## src/rtl/core/best_fit_resource_allocator_unit_macros.svh

```systemverilog
// Assertion helpers used by the allocator top-level RTL.
`ifndef BEST_FIT_RESOURCE_ALLOCATOR_UNIT_MACROS_SVH
`define BEST_FIT_RESOURCE_ALLOCATOR_UNIT_MACROS_SVH

// Consequence must hold in the same cycle as the trigger.
`define BFRA_ASSERT_SAME(label, trig, cons) \
    label: assert property (@(posedge clk) disable iff (!rst_n) (trig) |-> (cons)) \
        else $error("allocator check failed: same-cycle rule");

// Consequence must hold in the cycle after the trigger.
`define BFRA_ASSERT_NEXT(label, trig, cons) \
    label: assert property (@(posedge clk) disable iff (!rst_n) (trig) |=> (cons)) \
        else $error("allocator check failed: next-cycle rule");

`endif

```

## src/rtl/core/bfra_pkg.sv

```systemverilog
package bfra_pkg;

    localparam int SLOTS_DEFAULT = 16;

    localparam int KIND_W = 2;
    localparam int ID_W   = 16;
    localparam int CAP_W  = 10;
    localparam int TIME_W = 32;
    localparam int STAT_W = 3;

    localparam logic [KIND_W-1:0] KIND_ADD = 2'd0;
    localparam logic [KIND_W-1:0] KIND_REQ = 2'd1;
    localparam logic [KIND_W-1:0] KIND_CHK = 2'd2;

    localparam logic [STAT_W-1:0] ST_ADDED    = 3'd0;
    localparam logic [STAT_W-1:0] ST_DUP      = 3'd1;
    localparam logic [STAT_W-1:0] ST_FULL     = 3'd2;
    localparam logic [STAT_W-1:0] ST_ALLOC    = 3'd3;
    localparam logic [STAT_W-1:0] ST_NOFIT    = 3'd4;
    localparam logic [STAT_W-1:0] ST_RELEASED = 3'd5;
    localparam logic [STAT_W-1:0] ST_NOTDUE   = 3'd6;

    typedef struct packed {
        logic [ID_W-1:0]   ident;
        logic [CAP_W-1:0]  capacity;
        logic              free;
        logic [TIME_W-1:0] release_time;
    } slot_row_t;

    // Controller to datapath.
    typedef struct packed {
        logic load;
        logic rd_en;
        logic commit;
    } dp_cmd_t;

    // Datapath to controller.
    typedef struct packed {
        logic out_free;
    } dp_stat_t;

endpackage

```

## src/rtl/core/bfra_if.sv

```systemverilog
interface bfra_in_if;
    logic                          valid;
    logic                          ready;
    logic [bfra_pkg::KIND_W-1:0]   kind;
    logic [bfra_pkg::ID_W-1:0]     resource_id;
    logic [bfra_pkg::CAP_W-1:0]    resource_size;
    logic [bfra_pkg::CAP_W-1:0]    amount_needed;
    logic [bfra_pkg::TIME_W-1:0]   end_time;
    logic [bfra_pkg::TIME_W-1:0]   now_time;

    modport source (
        output valid, kind, resource_id, resource_size, amount_needed, end_time, now_time,
        input  ready
    );
    modport sink (
        input  valid, kind, resource_id, resource_size, amount_needed, end_time, now_time,
        output ready
    );
endinterface

interface bfra_out_if;
    logic                        valid;
    logic                        ready;
    logic [bfra_pkg::STAT_W-1:0] status;
    logic [bfra_pkg::ID_W-1:0]   chosen_id;

    modport source (
        output valid, status, chosen_id,
        input  ready
    );
    modport sink (
        input  valid, status, chosen_id,
        output ready
    );
endinterface

```

## src/rtl/core/best_fit_resource_allocator_unit.sv

```systemverilog
// Best-fit resource allocator with timed release. The unit holds a table of
// SLOTS resources (id, capacity, free mark, release time). An add item puts a
// new free resource in the lowest unused slot unless its id is already present
// (duplicate) or no slot is left (full). A request item takes the free
// resource with the smallest capacity that covers amount_needed, lowest slot on
// ties, and keeps it busy until end_time. A check item frees the busy resource
// with the earliest release time (lowest id on ties) if that time is at or
// before now_time. Kind 3 changes nothing and answers "nothing due". Every
// item returns exactly one result item on rsp. Items are handled one at a
// time: after acceptance the unit scans the slot table through its single
// read port, one slot per cycle, then drains the last read into the compare
// stage and commits, writing the table and loading the result register. The
// commit waits while an earlier result is still held off by rsp.ready. The
// next item is taken as soon as the result is loaded into the output
// register, even while that result waits for rsp.ready. After reset the
// table is empty and the unit is ready at once.

`include "best_fit_resource_allocator_unit_macros.svh"

module best_fit_resource_allocator_unit #(
    parameter int SLOTS = bfra_pkg::SLOTS_DEFAULT
) (
    input logic        clk,
    input logic        rst_n,
    bfra_in_if.sink    cmd,
    bfra_out_if.source rsp
);

    localparam int IW = $clog2(SLOTS);

    bfra_pkg::dp_cmd_t  dp_cmd;
    bfra_pkg::dp_stat_t dp_stat;
    logic [IW-1:0]      rd_addr;

    // Sequencer: accept, walk the table, settle, commit.
    bfra_ctrl #(
        .SLOTS (SLOTS)
    ) u_ctrl (
        .clk      (clk),
        .rst_n    (rst_n),
        .in_valid (cmd.valid),
        .in_ready (cmd.ready),
        .cmd      (dp_cmd),
        .rd_addr  (rd_addr),
        .stat     (dp_stat)
    );

    // Table, best-fit and earliest-release search, result register.
    bfra_datapath #(
        .SLOTS (SLOTS)
    ) u_datapath (
        .clk           (clk),
        .rst_n         (rst_n),
        .kind          (cmd.kind),
        .resource_id   (cmd.resource_id),
        .resource_size (cmd.resource_size),
        .amount_needed (cmd.amount_needed),
        .end_time      (cmd.end_time),
        .now_time      (cmd.now_time),
        .cmd           (dp_cmd),
        .rd_addr       (rd_addr),
        .stat          (dp_stat),
        .out_valid     (rsp.valid),
        .out_ready     (rsp.ready),
        .status        (rsp.status),
        .chosen_id     (rsp.chosen_id)
    );

    // An accepted item closes the input until its result is committed.
    `BFRA_ASSERT_NEXT(a_busy_after_accept, cmd.valid && cmd.ready, !cmd.ready)
    // A commit always presents a result on the next cycle.
    `BFRA_ASSERT_NEXT(a_commit_shows_result, dp_cmd.commit, rsp.valid)
    // Never commit over a result that is still waiting.
    `BFRA_ASSERT_SAME(a_commit_room, dp_cmd.commit, !rsp.valid || rsp.ready)
    // Table reads belong to the scan only, never to an idle unit.
    `BFRA_ASSERT_SAME(a_scan_not_idle, dp_cmd.rd_en, !cmd.ready)

endmodule

```

## src/rtl/core/bfra_ctrl.sv

```systemverilog
module bfra_ctrl #(
    parameter int SLOTS = bfra_pkg::SLOTS_DEFAULT,
    localparam int IW   = $clog2(SLOTS)
) (
    input  logic               clk,
    input  logic               rst_n,
    input  logic               in_valid,
    output logic               in_ready,
    output bfra_pkg::dp_cmd_t  cmd,
    output logic [IW-1:0]      rd_addr,
    input  bfra_pkg::dp_stat_t stat
);

    localparam logic [1:0] S_IDLE   = 2'd0;
    localparam logic [1:0] S_SCAN   = 2'd1;
    localparam logic [1:0] S_DRAIN  = 2'd2;
    localparam logic [1:0] S_COMMIT = 2'd3;

    logic [1:0]    state_reg, state_next;
    logic [IW-1:0] cnt_reg, cnt_next;

    always_comb
    begin
        state_next = state_reg;
        cnt_next   = cnt_reg;
        in_ready   = 1'b0;
        cmd        = '0;
        case (state_reg)
            S_IDLE:
            begin
                in_ready = 1'b1;
                if (in_valid)
                begin
                    cmd.load   = 1'b1;
                    cnt_next   = '0;
                    state_next = S_SCAN;
                end
            end
            S_SCAN:
            begin
                cmd.rd_en = 1'b1;
                if (cnt_reg == IW'(SLOTS - 1))
                    state_next = S_DRAIN;
                else
                    cnt_next = cnt_reg + 1'b1;
            end
            S_DRAIN:
            begin
                // let the last slot read reach the compare stage
                state_next = S_COMMIT;
            end
            S_COMMIT:
            begin
                if (stat.out_free)
                begin
                    cmd.commit = 1'b1;
                    state_next = S_IDLE;
                end
            end
            default:
            begin
                state_next = S_IDLE;
            end
        endcase
    end

    assign rd_addr = cnt_reg;

    always_ff @(posedge clk or negedge rst_n)
    begin
        if (!rst_n)
        begin
            state_reg <= S_IDLE;
            cnt_reg   <= '0;
        end
        else
        begin
            state_reg <= state_next;
            cnt_reg   <= cnt_next;
        end
    end

endmodule

```

## src/rtl/core/bfra_datapath.sv

```systemverilog
module bfra_datapath #(
    parameter int SLOTS = bfra_pkg::SLOTS_DEFAULT,
    localparam int IW   = $clog2(SLOTS)
) (
    input  logic                          clk,
    input  logic                          rst_n,
    input  logic [bfra_pkg::KIND_W-1:0]   kind,
    input  logic [bfra_pkg::ID_W-1:0]     resource_id,
    input  logic [bfra_pkg::CAP_W-1:0]    resource_size,
    input  logic [bfra_pkg::CAP_W-1:0]    amount_needed,
    input  logic [bfra_pkg::TIME_W-1:0]   end_time,
    input  logic [bfra_pkg::TIME_W-1:0]   now_time,
    input  bfra_pkg::dp_cmd_t             cmd,
    input  logic [IW-1:0]                 rd_addr,
    output bfra_pkg::dp_stat_t            stat,
    output logic                          out_valid,
    input  logic                          out_ready,
    output logic [bfra_pkg::STAT_W-1:0]   status,
    output logic [bfra_pkg::ID_W-1:0]     chosen_id
);

    // held item
    logic [bfra_pkg::KIND_W-1:0] kind_reg;
    logic [bfra_pkg::ID_W-1:0]   key_id_reg;
    logic [bfra_pkg::CAP_W-1:0]  size_reg;
    logic [bfra_pkg::CAP_W-1:0]  need_reg;
    logic [bfra_pkg::TIME_W-1:0] until_reg;
    logic [bfra_pkg::TIME_W-1:0] now_reg;

    // slot table
    bfra_pkg::slot_row_t mem [SLOTS];
    logic [SLOTS-1:0]    used_reg;

    // read stage
    bfra_pkg::slot_row_t rd_row_reg;
    logic                rd_used_reg;
    logic [IW-1:0]       rd_idx_reg;
    logic                rd_valid_reg;

    // running search results
    logic                dup_reg, spot_found_reg, found_reg;
    logic [IW-1:0]       spot_idx_reg, best_idx_reg;
    bfra_pkg::slot_row_t best_row_reg;

    // result register
    logic                          out_valid_reg;
    logic [bfra_pkg::STAT_W-1:0]   status_reg;
    logic [bfra_pkg::ID_W-1:0]     chosen_reg;

    logic                hit_dup, take_spot, req_cand, chk_cand;
    logic                req_better, chk_better, take_best;
    logic                mem_we, set_used;
    logic [IW-1:0]       waddr;
    bfra_pkg::slot_row_t wrow;
    logic [bfra_pkg::STAT_W-1:0] st_next;
    logic [bfra_pkg::ID_W-1:0]   cid_next;

    // compare stage
    always_comb
    begin
        hit_dup    = rd_valid_reg && rd_used_reg && (rd_row_reg.ident == key_id_reg);
        take_spot  = rd_valid_reg && !rd_used_reg && !spot_found_reg;
        req_cand   = rd_used_reg && rd_row_reg.free && (rd_row_reg.capacity >= need_reg);
        chk_cand   = rd_used_reg && !rd_row_reg.free;
        req_better = !found_reg || (rd_row_reg.capacity < best_row_reg.capacity);
        chk_better = !found_reg
                     || (rd_row_reg.release_time < best_row_reg.release_time)
                     || ((rd_row_reg.release_time == best_row_reg.release_time)
                         && (rd_row_reg.ident < best_row_reg.ident));
        take_best  = rd_valid_reg
                     && (((kind_reg == bfra_pkg::KIND_REQ) && req_cand && req_better)
                      || ((kind_reg == bfra_pkg::KIND_CHK) && chk_cand && chk_better));
    end

    // decision at commit
    always_comb
    begin
        st_next  = bfra_pkg::ST_NOTDUE;
        cid_next = '0;
        mem_we   = 1'b0;
        set_used = 1'b0;
        waddr    = best_idx_reg;
        wrow     = best_row_reg;
        case (kind_reg)
            bfra_pkg::KIND_ADD:
            begin
                if (dup_reg)
                    st_next = bfra_pkg::ST_DUP;
                else if (!spot_found_reg)
                    st_next = bfra_pkg::ST_FULL;
                else
                begin
                    st_next           = bfra_pkg::ST_ADDED;
                    mem_we            = cmd.commit;
                    set_used          = cmd.commit;
                    waddr             = spot_idx_reg;
                    wrow.ident        = key_id_reg;
                    wrow.capacity     = size_reg;
                    wrow.free         = 1'b1;
                    wrow.release_time = '0;
                end
            end
            bfra_pkg::KIND_REQ:
            begin
                if (found_reg)
                begin
                    st_next           = bfra_pkg::ST_ALLOC;
                    cid_next          = best_row_reg.ident;
                    mem_we            = cmd.commit;
                    wrow.free         = 1'b0;
                    wrow.release_time = until_reg;
                end
                else
                    st_next = bfra_pkg::ST_NOFIT;
            end
            bfra_pkg::KIND_CHK:
            begin
                if (found_reg && (best_row_reg.release_time <= now_reg))
                begin
                    st_next   = bfra_pkg::ST_RELEASED;
                    cid_next  = best_row_reg.ident;
                    mem_we    = cmd.commit;
                    wrow.free = 1'b1;
                end
            end
            default:
            begin
                st_next = bfra_pkg::ST_NOTDUE;
            end
        endcase
    end

    // table write and registered read
    always_ff @(posedge clk)
    begin
        if (mem_we)
            mem[waddr] <= wrow;
        if (cmd.rd_en)
            rd_row_reg <= mem[rd_addr];
    end

    // payload registers
    always_ff @(posedge clk)
    begin
        if (cmd.load)
        begin
            kind_reg   <= kind;
            key_id_reg <= resource_id;
            size_reg   <= resource_size;
            need_reg   <= amount_needed;
            until_reg  <= end_time;
            now_reg    <= now_time;
        end
        if (cmd.rd_en)
            rd_idx_reg <= rd_addr;
        if (take_spot)
            spot_idx_reg <= rd_idx_reg;
        if (take_best)
        begin
            best_idx_reg <= rd_idx_reg;
            best_row_reg <= rd_row_reg;
        end
        if (cmd.commit)
        begin
            status_reg <= st_next;
            chosen_reg <= cid_next;
        end
    end

    // control registers
    always_ff @(posedge clk or negedge rst_n)
    begin
        if (!rst_n)
        begin
            used_reg       <= '0;
            rd_used_reg    <= 1'b0;
            rd_valid_reg   <= 1'b0;
            dup_reg        <= 1'b0;
            spot_found_reg <= 1'b0;
            found_reg      <= 1'b0;
            out_valid_reg  <= 1'b0;
        end
        else
        begin
            rd_valid_reg <= cmd.rd_en;
            if (cmd.rd_en)
                rd_used_reg <= used_reg[rd_addr];
            if (set_used)
                used_reg[waddr] <= 1'b1;
            if (cmd.load)
            begin
                dup_reg        <= 1'b0;
                spot_found_reg <= 1'b0;
                found_reg      <= 1'b0;
            end
            else
            begin
                if (hit_dup)
                    dup_reg <= 1'b1;
                if (take_spot)
                    spot_found_reg <= 1'b1;
                if (take_best)
                    found_reg <= 1'b1;
            end
            if (cmd.commit)
                out_valid_reg <= 1'b1;
            else if (out_ready)
                out_valid_reg <= 1'b0;
        end
    end

    assign stat.out_free = !out_valid_reg || out_ready;
    assign out_valid     = out_valid_reg;
    assign status        = status_reg;
    assign chosen_id     = chosen_reg;

endmodule

```

## src/flat_wrapper.sv

```systemverilog
// flat-port wrapper written by rule: the top's interface ports become plain ports
module best_fit_resource_allocator_unit_flat 
#(
    parameter int SLOTS = bfra_pkg::SLOTS_DEFAULT
)
  (clk, rst_n, cmd_valid, cmd_kind, cmd_resource_id, cmd_resource_size, cmd_amount_needed, cmd_end_time, cmd_now_time, cmd_ready, rsp_valid, rsp_status, rsp_chosen_id, rsp_ready);
  bfra_in_if cmd_i ();
  bfra_out_if rsp_i ();
  input logic clk;
  input logic rst_n;
  input wire logic [$bits(cmd_i.valid)-1:0] cmd_valid;
  input wire logic [$bits(cmd_i.kind)-1:0] cmd_kind;
  input wire logic [$bits(cmd_i.resource_id)-1:0] cmd_resource_id;
  input wire logic [$bits(cmd_i.resource_size)-1:0] cmd_resource_size;
  input wire logic [$bits(cmd_i.amount_needed)-1:0] cmd_amount_needed;
  input wire logic [$bits(cmd_i.end_time)-1:0] cmd_end_time;
  input wire logic [$bits(cmd_i.now_time)-1:0] cmd_now_time;
  output wire logic [$bits(cmd_i.ready)-1:0] cmd_ready;
  output wire logic [$bits(rsp_i.valid)-1:0] rsp_valid;
  output wire logic [$bits(rsp_i.status)-1:0] rsp_status;
  output wire logic [$bits(rsp_i.chosen_id)-1:0] rsp_chosen_id;
  input wire logic [$bits(rsp_i.ready)-1:0] rsp_ready;
  assign cmd_i.valid = cmd_valid;
  assign cmd_i.kind = cmd_kind;
  assign cmd_i.resource_id = cmd_resource_id;
  assign cmd_i.resource_size = cmd_resource_size;
  assign cmd_i.amount_needed = cmd_amount_needed;
  assign cmd_i.end_time = cmd_end_time;
  assign cmd_i.now_time = cmd_now_time;
  assign cmd_ready = cmd_i.ready;
  assign rsp_valid = rsp_i.valid;
  assign rsp_status = rsp_i.status;
  assign rsp_chosen_id = rsp_i.chosen_id;
  assign rsp_i.ready = rsp_ready;
  best_fit_resource_allocator_unit #(.SLOTS(SLOTS)) u_core (.clk(clk), .rst_n(rst_n), .cmd(cmd_i), .rsp(rsp_i));
endmodule
```

## config.mk

```make
export PLATFORM = sky130hd
export DESIGN_NAME = best_fit_resource_allocator_unit_flat
export DESIGN_NICKNAME = d
export VERILOG_FILES = /design/src/rtl/core/bfra_pkg.sv /design/src/rtl/core/bfra_if.sv /design/src/rtl/core/best_fit_resource_allocator_unit.sv /design/src/rtl/core/bfra_ctrl.sv /design/src/rtl/core/bfra_datapath.sv /design/src/flat_wrapper.sv
export VERILOG_INCLUDE_DIRS = /design/src /design/src/rtl/core
export SDC_FILE = /design/constraint.sdc
export NUM_CORES = 1
export LEC_CHECK = 0
export BUFFER_PORTS_ARGS = -buffer_cell sky130_fd_sc_hd__buf_2
export CAP_MARGIN = 10
export CORE_ASPECT_RATIO = 0.5
export CORE_UTILIZATION = 66
export DETAILED_ROUTE_END_ITERATION = 12
export PLACE_DENSITY = 0.8
export SYNTH_ARGS = -nofsm -noshare
export SYNTH_HDL_FRONTEND = slang
export SYNTH_SLANG_ARGS = --single-unit
export TNS_END_PERCENT = 5
```

## constraint.sdc

```tcl
create_clock -name clk -period 14.45 [get_ports clk]
set_input_delay 2.1675 -clock clk [delete_from_list [all_inputs] [get_ports clk]]
set_output_delay 2.1675 -clock clk [all_outputs]
set_load 0.01 [all_outputs]
```

After elaboration in Yosys (flattened, before gate mapping). Memories as Yosys holds them, arrays and structs flattened. A register that Yosys moved wholly into a read port is not among the register bits. Cells that the tools add are included.

Bits in registers: 220. Memory bits (writable): 944. Input bits: 106. Output and inout bits: 21. Logic and storage cells: 132. Memories: 1.

$add $sub $neg: 1. Order comparisons: 8. Equal/unequal tests: 12. Multiplexer cells: 51. Bitwise gates (word level): 1. Reductions and logical operators: 34.

Memory list: u_core.u_datapath.mem (depth 16, bits a word 59, read ports 1, clocked after memory_dff 1, write ports 1, line bfra_datapath.sv:31) `bfra_pkg::slot_row_t mem [SLOTS];`.

Operators with widths (number): 59-bit 2-to-1 mux (2); 32-bit one-hot mux with 2 select lines (1); 33-bit 2-to-1 mux (1); 32-bit equality test (1); 32-bit <= comparator (1); 32-bit less-than comparator (1); 16-bit 2-to-1 mux (2); 16-bit one-hot mux with 2 select lines (1); 26-bit 2-to-1 mux (1); 1-bit 2-to-1 mux (24); 4-bit 2-to-1 mux (5); 16-bit equality test (1); 16-bit less-than comparator (1); 16-bit bitwise OR (1); 1-bit logical AND (15); 2-bit 2-to-1 mux (6); 10-bit >= comparator (1); 10-bit less-than comparator (1); 4-bit by 5-bit less-than comparator with 1-bit output (second input constant) (2); 2-bit nonzero test (5); 3-bit one-hot mux with 3 select lines (1); 2-bit one-hot mux with 4 select lines (1); 4-bit one-hot mux with 2 select lines (1); 2-bit equality test (second input constant) (3); other kinds (14) (28).

Longest topological paths before layout.
Depth in word-level cells: 9. Mapped depth: 10. Depth with buffers taken out: 8.

Hierarchy. Synthesis repeated with hierarchy kept, for this count alone.

Cell total of the unflattened synthesis: 2212. Area total of the unflattened synthesis: 47889.7 um2.

By module, submodules not included: bfra_datapath (instances 1, cells an instance 2172, area an instance 47488.0 um2, seq. area each 36434.9 um2); bfra_ctrl (instances 1, cells an instance 40, area an instance 401.6 um2, seq. area each 150.1 um2).

Worst setup path before layout. OpenSTA, ideal clock, no wires.

Path kind: input port to flip-flop. Start point: input rsp_ready. End point: memory u_core.u_datapath.mem[9][0] (netlist bit) (enable). Library setup time: 0.564 ns. Arrival: 7.290 ns. Data required time: 13.886 ns. Path slack: 6.596 ns. Stages on the path: 5. Path buffers: 0. Cell sequence: nand2b_1 -> nand2_1 -> nor3_1 -> o21ai_0 -> a211oi_1.

Cells in the longest elaborated chain, start to end: 8. Elaborated cells on any way between the ends: 10. Classes of those cells: mux: 9; reduce/logical: 1.

Ends and longest elaborated chain: start: declaration (line flat_wrapper.sv:22) `input wire logic [$bits(rsp_i.ready)-1:0] rsp_ready;`; 1-bit logical OR * (line bfra_datapath.sv:212) `assign stat.out_free = !out_valid_reg || out_ready;`; 1-bit 2-to-1 mux * (line bfra_ctrl.sv:54) `if (stat.out_free)`; 1-bit 2-to-1 mux * (line bfra_ctrl.sv:28) `case (state_reg)`; 1-bit 2-to-1 mux (line bfra_datapath.sv:89) `else if (!spot_found_reg)`; 1-bit 2-to-1 mux (line bfra_datapath.sv:87) `if (dup_reg)`; 1-bit one-hot mux with 3 select lines * (line bfra_datapath.sv:84) `case (kind_reg)`; 1-bit 2-to-1 mux * (line bfra_datapath.sv:136) `if (mem_we)`; 1-bit 2-to-1 mux (implied by the code) * (line bfra_datapath.sv:137) `mem[waddr] <= wrow;`; end: declaration (line bfra_datapath.sv:31).

Every way passes the cells marked *; elsewhere a longest branch is shown, timed or not.

Worst setup path after layout.
Start point: register u_core.u_datapath.best_row_reg[25] (netlist bit). End point: memory u_core.u_datapath.mem[11][38] (netlist bit) (enable).

Cells in the longest elaborated chain, start to end: 6.

Ends and longest elaborated chain: start: declaration (line bfra_datapath.sv:43) `bfra_pkg::slot_row_t best_row_reg;`; start signal: assignment (line bfra_datapath.sv:161) `best_row_reg <= rd_row_reg;`; 32-bit <= comparator (line bfra_datapath.sv:118) `if (found_reg && (best_row_reg.release_time <= now_reg))`; 1-bit logical AND (line bfra_datapath.sv:118); 1-bit 2-to-1 mux (line bfra_datapath.sv:118); 1-bit one-hot mux with 3 select lines (line bfra_datapath.sv:84); 1-bit 2-to-1 mux (line bfra_datapath.sv:136); 1-bit 2-to-1 mux (implied by the code) (line bfra_datapath.sv:137).

No other way between the ends.

==> summary.md <==
| Metric | Value |
|---|---|
| Data arrival time of the worst path | `5570 ps` |
| H-tree Lvls | `3` |
| Layout cell share with drive strength beyond 1 | `0.1812` |
| Total number of vias | `26.99k` |
| Starting Density | `0.6688` |
| Hold buffers post-CTS | `0` |
| Total GRT Usage | `0.3037` |
| Worst hold path type | `flop to flop` |
| Netlist Area Pre-Place | `49030 µm²` |
| Number of core rows | `70` |
| IR drop worst, VDD | `0.1620 mV` |
| # IOs | `127` |
| F_max | `190.4 MHz` |
| Worst-Margin Slew | `1274 ps` |
| Total CTS buffers | `98` |
| Largest net degree at the start of global routing | `132` |
| Max-slew headroom | `0.1504` |
| Unique masters post-synth | `61` |
| Hold Crit Depth | `0` |
| Power, Total | `9.619 mW` |
| Port bufs | `126` |
| Period minus WS final | `5252 ps` |
| Mapped Avg Cell Area | `17.79 µm²` |
| Final Hold Vio Count | `0` |
| FF/Latch Area | `36600 µm²` |
| GPL Wtd Cong | `0.8809` |
| Number of synthesized flops with an enable pin | `1195` |
| Global-route wire length before repair | `168000 µm` |
| Kind of critical path | `flop to flop` |
| Crit-path max FO | `43` |
| Cells after Synth | `2756` |
| # fillers | `4046` |
| Post-synthesis simple-gate area fraction | `0.02741` |
| Pre-Repair DR Iteration Count | `6` |
| TritonCTS clock tree | `done` |
| Complex-gate fraction of the synthesized area | `0.06978` |
| CTS sink cnt | `1223` |
| CP required | `14760 ps` |
| Worst Skew | `19.43 ps` |
| Vias in the first global route | `26.79k` |
| Area occupied by multi-input gates | `11700 µm²` |
| Clk buf depth | `3` |
| Reg-to-reg slack, setup | `9200 ps` |
| Post-synth top cells | `edfxtp_1, mux2i_1, o21ai_0` |
| Crit. End Element | `flop` |
| Detail Route Antenna Nets | `0` |
| Slew Limit Fails | `0` |
| Post-synth top area share | `0.7320` |
| Synth warn | `0` |
| Die W | `387.4 µm` |
| Top-count cell post-synth | `edfxtp_1` |
| Static leakage | `18.71 nW` |
| DR vias/cell | `6.811` |
| HPWL Detailed | `65590 µm` |
| Main combinational cell family by area after synthesis | `multiplexers` |
| Fraction of registers with async set/reset | `0.02289` |
| FF+latch count, synth | `1223` |
| Clock-pin slew on the worst setup and hold paths | `70 ps` |
| Clock Latency Late Sink | `690 ps` |
| Post-CTS setup buffers | `0` |
| RSZ-0062 raised after global routing | `false` |
| Clock root cell | `clkbuf_16` |
| Fin nets | `3127` |
| DRC | `0` |
| Initial antenna violation count | `2` |
| Synth top area cells | `edfxtp_1, mux4_2, mux2i_1` |
| Die height | `194.7 µm` |
| Top_reg_cell synth | `edfxtp_1` |
| Global route overflow | `0` |
| # diodes | `0` |
| Area Growth Syn to Fin | `10.59%` |
| Synth area leader | `edfxtp_1` |
| Routed wire per std cell | `28.57 µm` |
| Die area | `75440 µm²` |
| Core area | `73310 µm²` |
| WL final | `113200 µm` |
| Maxcap violations | `0` |
| Fin crit share | `0.3634` |
| Register area share after synthesis | `0.7462` |
| Post-synthesis mux area share | `0.1059` |
| Status | `finished, final reports clean` |
| FF-to-FF path depth | `8` |
| CP startpoint kind | `flop` |
| Initial DRC count | `3519` |
| Post-Synth Adder-Cell Area | `0.02731` |
| Post-route setup TNS | `0 ps` |
| Xor/xnor share of the synthesized area | `0.002858` |
| Final setup fails | `0` |
| Synth Net Count | `2969` |
| Post-CTS Resized | `0` |
| Max reg flops | `944` |
| Pwr dens | `177.4 nW/µm²` |
## critical path, cell delays in order (launching register included)
cell and delay, ps:
edfxtp_1 420, ha_1 310, a211oi_1 250, o21ai_0 140, a211oi_1 390, o21a_1 890, o21ai_4 570, a211oi_4 1060
buf_4 780
## through the flow
| step | util | instances | cell area [µm²] | hold WS, ps | worst slack [ps] |
|---|---|---|---|---|---|
| floorplan | - | 2756 | 49030 | 421.5 | 6596 |
| global placement | 0.6958 | 3781 | 51010 | 424.8 | 8886 |
| detailed placement | 0.6958 | 3781 | 51010 | 437.4 | 8739 |
| CTS | 0.7388 | 3958 | 54160 | 447.0 | 9274 |
| global route | 0.7396 | 3963 | 54220 | 459.1 | 9039 |
| finish | 0.7396 | 3963 | 54220 | 454.3 | 9198 |
## layout make-up
type                       count  area share
tap                          972     0.02243
inverter                     114    0.007939
sequential                  1223      0.6750
clock buffer                 118     0.04816
multi-input combinational   1289      0.2158
clock inverter                59     0.01002
timing repair buffer         188     0.02059
## worst paths after layout
kind                                                    start                                end
setup reg to reg           u_core.u_datapath.best_row_reg[25]      u_core.u_datapath.mem[11][38]
hold / removal                u_core.u_datapath.rd_idx_reg[0]  u_core.u_datapath.best_idx_reg[0]
min in group asynchronous                               rst_n        u_core.u_datapath.out_valid
setup / recovery           u_core.u_datapath.best_row_reg[25]      u_core.u_datapath.mem[11][38]
hold reg to reg               u_core.u_datapath.rd_idx_reg[0]  u_core.u_datapath.best_idx_reg[0]
max in group asynchronous                               rst_n           u_core.u_ctrl.rd_addr[3]
## power by group
| part | internal, mW | switching (mW) | leakage, nW |
|---|---|---|---|
| registers | 4.37 | 0.239 | 11.2 |
| clock network | 1.47 | 1.23 | 1.52 |
| logic | 0.908 | 1.41 | 5.98 |
| total | 6.74 | 2.87 | 18.7 |
## cell families after synthesis
group / after synthesis
fa+ha+maj: 107
simple gates: 279
compound gates: 526
xor+xnor: 16
buf+inv: 244
mux: 361
flops: 1223
## routing by layer
layer,track usage,part of all wire,vias to the layer above
met2,0.4629,0.46,1684
met1,0.4498,0.39,13753
li1,-,-,11343
met5,0,0,-
met4,0.09009,0.025,0
met3,0.06498,0.12,213
## placed cells by master, fill, tap and decap left out, types with 27 or more instances in the layout
master | netlist | layout
o21ai_0 | 177 | 166
buf_2 | 40 | 126
a21oi_1 | 99 | 97
edfxtp_1 | 1195 | 1195
a22oi_1 | 59 | 59
nand3_1 | 29 | 29
a22o_1 | 32 | 32
mux4_2 | 120 | 120
mux2_2 | 60 | 60
clkinv_1 | 0 | 27
clkbuf_16 | 0 | 101
buf_4 | 9 | 58
ha_1 | 107 | 106
inv_1 | 114 | 113
a221oi_1 | 63 | 63
mux2i_1 | 181 | 181
nand2_1 | 136 | 135
Power figures use the tool's default switching activity.
